==> src/rtl/prht_pkg.sv <==
// types and constants shared by the pad xy haptic ticker
package prht_pkg;

	// full-scale axis value; relative offsets clamp to -AXIS_MAX-1 .. AXIS_MAX
	localparam int AXIS_MAX = 32767;

	localparam int CFG_INDEX_W = 3;
	localparam int CFG_DATA_W  = 16;

	typedef enum logic [CFG_INDEX_W-1:0] {
		CFG_HAS_RIGHT_STICK  = 3'd0,
		CFG_RELATIVE_MODE    = 3'd1,
		CFG_HAPTIC_ENABLE    = 3'd2,
		CFG_HAPTIC_PERIOD    = 3'd3,
		CFG_HAPTIC_AMPLITUDE = 3'd4
	} cfg_reg_t;

	typedef enum logic [1:0] {
		SRC_STICK      = 2'd0,
		SRC_LEFT_PAD   = 2'd1,
		SRC_RIGHT_PAD  = 2'd2,
		SRC_CENTER_PAD = 2'd3
	} source_t;

	typedef enum logic [1:0] {
		PULSE_NONE = 2'd0,
		PULSE_TICK = 2'd1,
		PULSE_BIG  = 2'd2
	} pulse_kind_t;

	typedef struct packed {
		logic signed [15:0] pos_x;
		logic signed [15:0] pos_y;
		source_t            source;
		logic               touched;
		logic               touched_before;
	} sample_t;

	typedef struct packed {
		logic signed [15:0] out_x;
		logic signed [15:0] out_y;
		pulse_kind_t        pulse_kind;
		logic [15:0]        pulse_amplitude;
	} result_t;

	// clamp bounds for relative offsets, 17-bit signed difference domain
	localparam logic signed [16:0] REL_HI = 17'(AXIS_MAX);
	localparam logic signed [16:0] REL_LO = -17'(AXIS_MAX) - 17'sd1;

	// travel counters: 21-bit signed, checked in a 22-bit sum
	localparam int TRAVEL_W = 21;
	localparam logic signed [TRAVEL_W:0] TRAVEL_HI = (22'sd1 <<< (TRAVEL_W - 1)) - 22'sd1;
	localparam logic signed [TRAVEL_W:0] TRAVEL_LO = -(22'sd1 <<< (TRAVEL_W - 1));

	// ring at 2/3 full scale: outside when 9*r^2 > 4*AXIS_MAX^2
	localparam logic [34:0] RING_LIMIT = 35'(longint'(4) * longint'(AXIS_MAX) * longint'(AXIS_MAX));

	// big pulse is four times the amplitude, saturated
	localparam logic [15:0] AMP_SAT = 16'hFFFF;

endpackage

==> src/rtl/pad_relative_xy_haptic_ticker_unit.sv <==
// pad / stick xy processor with relative centering and haptic ticker
// path: an accepted sample beat reaches its result beat through the input
//   register, then the result register; all arithmetic sits between the two
// throughput: one beat per cycle; the sample register holds a second beat while
//   a finished result waits on result_stall
// reset: arst_n clears config, origin, last position, travel and ring state
module pad_relative_xy_haptic_ticker_unit (
	input  logic                                 clk,
	input  logic                                 arst_n,
	input  logic                                 cfg_we,
	input  logic [prht_pkg::CFG_INDEX_W-1:0]     cfg_index,
	input  logic [prht_pkg::CFG_DATA_W-1:0]      cfg_data,
	input  logic                                 sample_valid,
	output logic                                 sample_stall,
	input  prht_pkg::sample_t                    sample,
	output logic                                 result_valid,
	input  logic                                 result_stall,
	output prht_pkg::result_t                    result
);
	import prht_pkg::*;

	// configuration; period and big amplitude are kept in derived form
	logic        has_right_stick_q;
	logic        relative_mode_q;
	logic        haptic_enable_q;
	logic [31:0] period_sq_q;
	logic [15:0] amp_q;
	logic [15:0] big_amp_q;

	// block state
	logic signed [15:0]         origin_x_q, origin_y_q;
	logic signed [15:0]         last_x_q, last_y_q;
	logic signed [TRAVEL_W-1:0] travel_x_q, travel_y_q;
	logic                       outside_ring_q;

	// stage registers
	sample_t sample_s1;
	logic    valid_s1;
	result_t result_q;
	logic    result_valid_q;

	logic advance;
	logic take;

	// s1 moves into the result register when that slot is free or emptying
	assign advance      = valid_s1 && (!result_valid_q || !result_stall);
	assign sample_stall = valid_s1 && result_valid_q && result_stall;
	assign take         = sample_valid && !sample_stall;

	assign result_valid = result_valid_q;
	assign result       = result_q;

	// config writes
	always_ff @(posedge clk or negedge arst_n) begin
		if (!arst_n) begin
			has_right_stick_q <= 1'b0;
			relative_mode_q   <= 1'b0;
			haptic_enable_q   <= 1'b0;
			period_sq_q       <= '0;
			amp_q             <= '0;
			big_amp_q         <= '0;
		end else if (cfg_we) begin
			unique case (cfg_index)
				CFG_HAS_RIGHT_STICK:  has_right_stick_q <= cfg_data[0];
				CFG_RELATIVE_MODE:    relative_mode_q   <= cfg_data[0];
				CFG_HAPTIC_ENABLE:    haptic_enable_q   <= cfg_data[0];
				CFG_HAPTIC_PERIOD:    period_sq_q       <= 32'(cfg_data) * 32'(cfg_data);
				CFG_HAPTIC_AMPLITUDE: begin
					amp_q     <= cfg_data;
					// saturate 4x amplitude
					big_amp_q <= (cfg_data[15:14] != 2'b00) ? AMP_SAT : {cfg_data[13:0], 2'b00};
				end
				default: ;
			endcase
		end
	end

	// ---------------- combinational work on the s1 beat ----------------

	logic               is_pad;
	logic               recenter;
	logic signed [15:0] org_x, org_y;
	logic signed [16:0] dx, dy;
	logic signed [15:0] proc_x, proc_y;

	// pad unless stick, or right pad on a device with a right stick
	assign is_pad = (sample_s1.source != SRC_STICK) &&
		!(has_right_stick_q && (sample_s1.source == SRC_RIGHT_PAD));
	assign recenter = relative_mode_q && sample_s1.touched;

	// a fresh touch captures the origin, so the offset is zero
	assign org_x = sample_s1.touched_before ? origin_x_q : sample_s1.pos_x;
	assign org_y = sample_s1.touched_before ? origin_y_q : sample_s1.pos_y;
	assign dx = 17'(sample_s1.pos_x) - 17'(org_x);
	assign dy = 17'(sample_s1.pos_y) - 17'(org_y);

	always_comb begin
		proc_x = sample_s1.pos_x;
		proc_y = sample_s1.pos_y;
		if (is_pad && recenter) begin
			if (dx > REL_HI)      proc_x = REL_HI[15:0];
			else if (dx < REL_LO) proc_x = REL_LO[15:0];
			else                  proc_x = dx[15:0];
			if (dy > REL_HI)      proc_y = REL_HI[15:0];
			else if (dy < REL_LO) proc_y = REL_LO[15:0];
			else                  proc_y = dy[15:0];
		end
	end

	// ring test on processed position, squared compare
	logic signed [31:0] sq_x, sq_y;
	logic [31:0]        r2;
	logic [34:0]        r2_x9;
	logic               ring;

	assign sq_x  = 32'(proc_x) * 32'(proc_x);
	assign sq_y  = 32'(proc_y) * 32'(proc_y);
	assign r2    = {1'b0, sq_x[30:0]} + {1'b0, sq_y[30:0]};
	assign r2_x9 = {r2, 3'b000} + 35'(r2);
	assign ring  = r2_x9 > RING_LIMIT;

	// travel length uses the counters before this beat's movement
	logic signed [2*TRAVEL_W-1:0] sq_tx, sq_ty;
	logic [2*TRAVEL_W-1:0]        t2;
	logic                         travel_over;

	assign sq_tx       = (2*TRAVEL_W)'(travel_x_q) * (2*TRAVEL_W)'(travel_x_q);
	assign sq_ty       = (2*TRAVEL_W)'(travel_y_q) * (2*TRAVEL_W)'(travel_y_q);
	assign t2          = {1'b0, sq_tx[2*TRAVEL_W-2:0]} + {1'b0, sq_ty[2*TRAVEL_W-2:0]};
	assign travel_over = t2 > (2*TRAVEL_W)'(period_sq_q);

	// movement added to travel, saturating
	logic signed [16:0]         mv_x, mv_y;
	logic signed [TRAVEL_W:0]   tsum_x, tsum_y;
	logic signed [TRAVEL_W-1:0] tnext_x, tnext_y;

	assign mv_x   = 17'(proc_x) - 17'(last_x_q);
	assign mv_y   = 17'(proc_y) - 17'(last_y_q);
	assign tsum_x = (TRAVEL_W+1)'(travel_x_q) + (TRAVEL_W+1)'(mv_x);
	assign tsum_y = (TRAVEL_W+1)'(travel_y_q) + (TRAVEL_W+1)'(mv_y);

	always_comb begin
		if (tsum_x > TRAVEL_HI)      tnext_x = TRAVEL_HI[TRAVEL_W-1:0];
		else if (tsum_x < TRAVEL_LO) tnext_x = TRAVEL_LO[TRAVEL_W-1:0];
		else                         tnext_x = tsum_x[TRAVEL_W-1:0];
		if (tsum_y > TRAVEL_HI)      tnext_y = TRAVEL_HI[TRAVEL_W-1:0];
		else if (tsum_y < TRAVEL_LO) tnext_y = TRAVEL_LO[TRAVEL_W-1:0];
		else                         tnext_y = tsum_y[TRAVEL_W-1:0];
	end

	// pulse decision: ring crossing wins over the travel tick
	logic        haptic_live;
	pulse_kind_t kind;
	logic [15:0] amp;

	assign haptic_live = is_pad && haptic_enable_q;

	always_comb begin
		kind = PULSE_NONE;
		amp  = '0;
		if (haptic_live && sample_s1.touched_before) begin
			if (outside_ring_q != ring) begin
				kind = PULSE_BIG;
				amp  = big_amp_q;
			end else if (travel_over) begin
				kind = PULSE_TICK;
				amp  = amp_q;
			end
		end
	end

	// ---------------- registers ----------------

	always_ff @(posedge clk or negedge arst_n) begin
		if (!arst_n) begin
			valid_s1       <= 1'b0;
			result_valid_q <= 1'b0;
		end else begin
			if (take)
				valid_s1 <= 1'b1;
			else if (advance)
				valid_s1 <= 1'b0;
			if (advance)
				result_valid_q <= 1'b1;
			else if (!result_stall)
				result_valid_q <= 1'b0;
		end
	end

	always_ff @(posedge clk) begin
		if (take)
			sample_s1 <= sample;
		if (advance) begin
			result_q.out_x           <= proc_x;
			result_q.out_y           <= proc_y;
			result_q.pulse_kind      <= kind;
			result_q.pulse_amplitude <= amp;
		end
	end

	// state updates happen as the beat leaves s1
	always_ff @(posedge clk or negedge arst_n) begin
		if (!arst_n) begin
			origin_x_q     <= '0;
			origin_y_q     <= '0;
			last_x_q       <= '0;
			last_y_q       <= '0;
			travel_x_q     <= '0;
			travel_y_q     <= '0;
			outside_ring_q <= 1'b0;
		end else if (advance && is_pad) begin
			if (recenter && !sample_s1.touched_before) begin
				origin_x_q <= sample_s1.pos_x;
				origin_y_q <= sample_s1.pos_y;
			end
			if (haptic_enable_q) begin
				last_x_q <= proc_x;
				last_y_q <= proc_y;
				if (sample_s1.touched_before) begin
					if (outside_ring_q != ring) begin
						outside_ring_q <= ring;
						travel_x_q     <= tnext_x;
						travel_y_q     <= tnext_y;
					end else if (travel_over) begin
						travel_x_q <= '0;
						travel_y_q <= '0;
					end else begin
						travel_x_q <= tnext_x;
						travel_y_q <= tnext_y;
					end
				end else begin
					outside_ring_q <= ring;
				end
			end
		end
	end

	// ---------------- checks ----------------

	a_stall_only_when_full: assert property (@(posedge clk) disable iff (!arst_n)
		sample_stall |-> (valid_s1 && result_valid_q))
		else $error("sample stalled with a free slot");

	a_no_amp_without_pulse: assert property (@(posedge clk) disable iff (!arst_n)
		(result_valid && (result.pulse_kind == PULSE_NONE)) |-> (result.pulse_amplitude == '0))
		else $error("amplitude given without a pulse");

	a_tick_clears_travel: assert property (@(posedge clk) disable iff (!arst_n)
		(advance && (kind == PULSE_TICK)) |=> ((travel_x_q == '0) && (travel_y_q == '0)))
		else $error("travel not cleared after a tick");

	a_big_flips_ring: assert property (@(posedge clk) disable iff (!arst_n)
		(advance && (kind == PULSE_BIG)) |=> (outside_ring_q != $past(outside_ring_q)))
		else $error("big pulse without a ring change");

	a_pulse_needs_pad: assert property (@(posedge clk) disable iff (!arst_n)
		(advance && !haptic_live) |=> (result_q.pulse_kind == PULSE_NONE))
		else $error("pulse on a pass-through beat");

endmodule

==> config.mk <==
export PLATFORM = sky130hd
export DESIGN_NAME = pad_relative_xy_haptic_ticker_unit
export DESIGN_NICKNAME = d
export VERILOG_FILES = /design/src/rtl/prht_pkg.sv /design/src/rtl/pad_relative_xy_haptic_ticker_unit.sv
export SDC_FILE = /design/constraint.sdc
export NUM_CORES = 2
export LEC_CHECK = 0
export BUFFER_PORTS_ARGS = -buffer_cell sky130_fd_sc_hd__buf_4
export CAP_MARGIN = 0
export CORE_MARGIN = 2
export CORE_UTILIZATION = 67
export CTS_BUF_LIST = sky130_fd_sc_hd__clkbuf_4
export CTS_CLUSTER_DIAMETER = 40
export CTS_CLUSTER_SIZE = 28
export DETAILED_ROUTE_END_ITERATION = 16
export PLACE_DENSITY = 0.85
export SLEW_MARGIN = 10
export SYNTH_ARGS = -nofsm -noshare
export SYNTH_HDL_FRONTEND = slang
export SYNTH_SLANG_ARGS = --single-unit
==> constraint.sdc <==
create_clock -name clk -period 17.9 [get_ports clk]
set_clock_uncertainty 0.1 [all_clocks]
set_input_delay 0 -clock clk [delete_from_list [all_inputs] [get_ports clk]]
set_output_delay 0 -clock clk [all_outputs]
set_load 0.02 [all_outputs]
==> results.md <==
- CP Launch Type: flip-flop
- Vias in the first global route: 61000
- Longest Clk Path Bufs: 3
- Synth Register Bits: 260
- Cts bufs inserted: 45
- 1st-iter DRT viols: 5455
- Final ANT Viol Nets: 0
- Synth Area per Inst: 9.303 um^2
- CP arrival: 17.63 ns
- Yosys warns: 0
- Die Ht: 333.7 um
- Final core occ: 71.96%
- Worst-margin pin slew: 1.256 ns
- GP Congestion: 0.9987
- Final hold vios: 0
- Critical path buffers and inverters: 5
- Status: complete, no violations
- Die Footprint: 0.1114 mm^2
- Total grt overflow: 0
- Worst setup startpoint: sample_s1[0]$_DFFE_PP_
- Seq/Total Area, Yosys: 9.522%
- Total of max-cap violations: 0
- CTS tree: built
- Starting Density: 67.77%
- CTS Root Cell: clkbuf_4
- First-pass GRT wire length: 315600 um
- Critical Path End Type: flip-flop
- Drt total wl: 194100 um
- Largest net degree at the start of global routing: 72
- # H-tree levels: 2
- Final instance area: 0.07736 mm^2
- Setup Crit Path Kind: flip-flop to flip-flop
- Hold Path Class: input pin to async pin
- Minimum clock period: 16.94 ns
- Synth Flop Type: dfrtp_1
- Setup TNS: 0 ns
- Largest fanout on the critical path: 23
- Cell area after synthesis: 0.07285 mm^2
- GRT Overall Usage: 35.87%
- Layout Nets: 10240
- CP top delay family: compound AO/OA/AOI/OAI gates
- Via Count: 56340
- Area Overhead vs Synth: 6.185%
- Worst endpoint required time: 18.59 ns
- CTS sink cnt: 260
- WL/cell: 20.59 um
- Residual DRC: 0
- Gate Count Post-Synth: 7831
- I/O pin cnt: 112
- CP max stage delay: 0.95 ns
- Final setup fails: 0
- Reg2Reg Launch Point: sample_s1[0]$_DFFE_PP_
- Crit-path slowest cell: nor3_1
- RSZ-0062 raised after global routing: false
- Max transition margin: 15.72%
- Most used cell, CP: fa_1
- Syn Nets: 10090
- Clk slew on worst S/H paths: 0.18 ns
- Area post-placement: 0.07523 mm^2
- Layout cells sized above 1: 4.615%
- Drt pass-1 iters: 9
- Core area: 0.1075 mm^2
- Later-pin clock latency in the skew report: 0.95 ns
- FFs w/ async S/R, synth: 66.92%
- EDFF count, synth: 86
- Initial antenna violation count: 7
- Period utilisation layout: 94.64%
- Max Fclk: 59.03 MHz
- Width of the die: 333.7 um
- Vias/cell: 5.977
- Port Buffers: 111
- # rows: 120
- HPWL after detailed placement: 153100 um
- Synth cell types: 89
- Fin. max-slew vios: 0
[worst register-to-register path, delay by kind of cell, from the launching register on]
family | cells | cell delay [ns]
AO/OA/AOI/OAI | 21 | 5.09
adder cells (fa/ha/maj) | 11 | 4.61
AND/OR/NAND/NOR | 15 | 4.41
buffers and inverters | 5 | 1.03
multiplexers | 2 | 0.93
flip-flops | 1 | 0.50
XOR/XNOR | 1 | 0.20
[kinds of logic (layout without fill, tap and decap cells)]
group / Yosys count / in the layout / synth area share [%]
xor+xnor: 334 / 334 / 4.016
buf+inv: 2102 / 2288 / 10.87
other cells: 0 / 6 / 0
simple gates: 1745 / 1745 / 10.93
compound gates: 1062 / 1062 / 9.597
fa+ha+maj: 2240 / 2240 / 53.78
flops: 260 / 260 / 9.522
mux: 88 / 88 / 1.290
[per-stage QoR]
step	setup WS (ns)	cells	hold WS (ns)
5_1_grt	0.1265	9424	0.1141
4_1_cts	0.5307	9417	0.09809
3_3_place_gp	1.222	9205	-0.05696
3_5_place_dp	0.5477	9205	-0.05416
2_1_floorplan	3.048	7831	-0.3956
6_report	0.9600	9426	0.1138
[synth_stat cells (15+ instances only)]
library cell	number	share of area (%)
nand2b_1	56	0.48
o21ai_0	215	1.5
nor2b_1	49	0.42
a21boi_0	17	0.18
clkinv_1	15	0.077
clkbuf_1	195	1.0
mux2_2	40	0.62
xnor2_1	224	2.7
or3_1	17	0.15
o21a_1	63	0.65
and2_1	237	2.0
dfrtp_1	174	6.0
a31oi_1	23	0.20
or2_2	16	0.14
nand2_1	734	3.8
nand4_1	31	0.27
a22o_1	39	0.47
inv_1	1869	9.6
nor3_1	79	0.54
mux2i_1	45	0.62
and3_1	22	0.19
o21bai_1	36	0.37
maj3_1	38	0.52
xor2_1	110	1.3
a211oi_1	49	0.50
nor2_1	396	2.0
nand3_1	66	0.45
edfxtp_1	86	3.5
fa_1	1498	41
a21oi_1	258	1.8
o31ai_1	25	0.26
o211ai_1	33	0.34
a21o_1	145	1.5
ha_1	704	12
[cell usage in the layout (no fill, tap or decap), drive strengths merged, types with 41 or more instances in the layout]
cell	instances
inv	1886
fa	1498
nand2	734
ha	704
nor2	397
a21oi	260
and2	237
o21ai	226
xnor2	224
buf	192
dfrtp	174
a21o	145
dlygate4sd3	129
xor2	110
edfxtp	86
nor3	79
nand3	66
o21a	63
nand2b	56
a211oi	50
nor2b	49
clkbuf	49
mux2i	47
mux2	41
[state kept, by name, indices dropped and copies added, names as in the netlist]
register / count
valid_s1: 1
amp_q: 16
origin_y_q: 16
has_right_stick_q: 1
origin_x_q: 16
sample_s1: 36
outside_ring_q: 1
travel_x_q: 21
travel_y_q: 21
last_y_q: 16
big_amp_q: 15
result: 50
last_x_q: 16
result_valid: 1
haptic_enable_q: 1
period_sq_q: 31
relative_mode_q: 1
[routing by layer]
layer  vias up  wire length, um  GRT usage, %
li1      24620                -             -
met1     28010            72760         46.73
met2      3001            90580         58.06
met3       706            20700         8.269
met4         6            10040         15.34
met5         -               37             0
[area by class of cell]
| class | instances | area, um^2 |
|---|---|---|
| multi-input combinational | 5469 | 58060 |
| clock buffer | 48 | 360.3 |
| fill | 7345 | 30150 |
| sequential | 260 | 6937 |
| timing repair buffer | 322 | 2766 |
| inverter | 1884 | 7072 |
| antenna | 6 | 15.01 |
| tap | 1403 | 1755 |
| clock inverter | 34 | 389.1 |
[what timing repair did]
item                       in CTS  in global routing
buffers inserted                0                  3
resized for setup               0                  4
hold endpoints to repair      329                  0
setup endpoints to repair       0                 58
hold buffers                  130                  0
[worst paths after layout]
path	end	slack, ns	cells after the start
max in group asynchronous	travel_y_q[16]$_DFFE_PN0P_	16.09	5
hold / removal	origin_y_q[0]$_DFFE_PN0P_	0.11	4
setup / recovery	result[12]$_SDFFCE_PN0P_	0.96	55
hold reg to reg	origin_y_q[0]$_DFFE_PN0P_	0.38	1
setup reg to reg	result[12]$_SDFFCE_PN0P_	0.96	55
min in group clk	sample_s1[2]$_DFFE_PP_	0.18	4
Power is not shown: default switching activity piles up to over one toggle a cycle in this logic, so the estimate is an artifact.
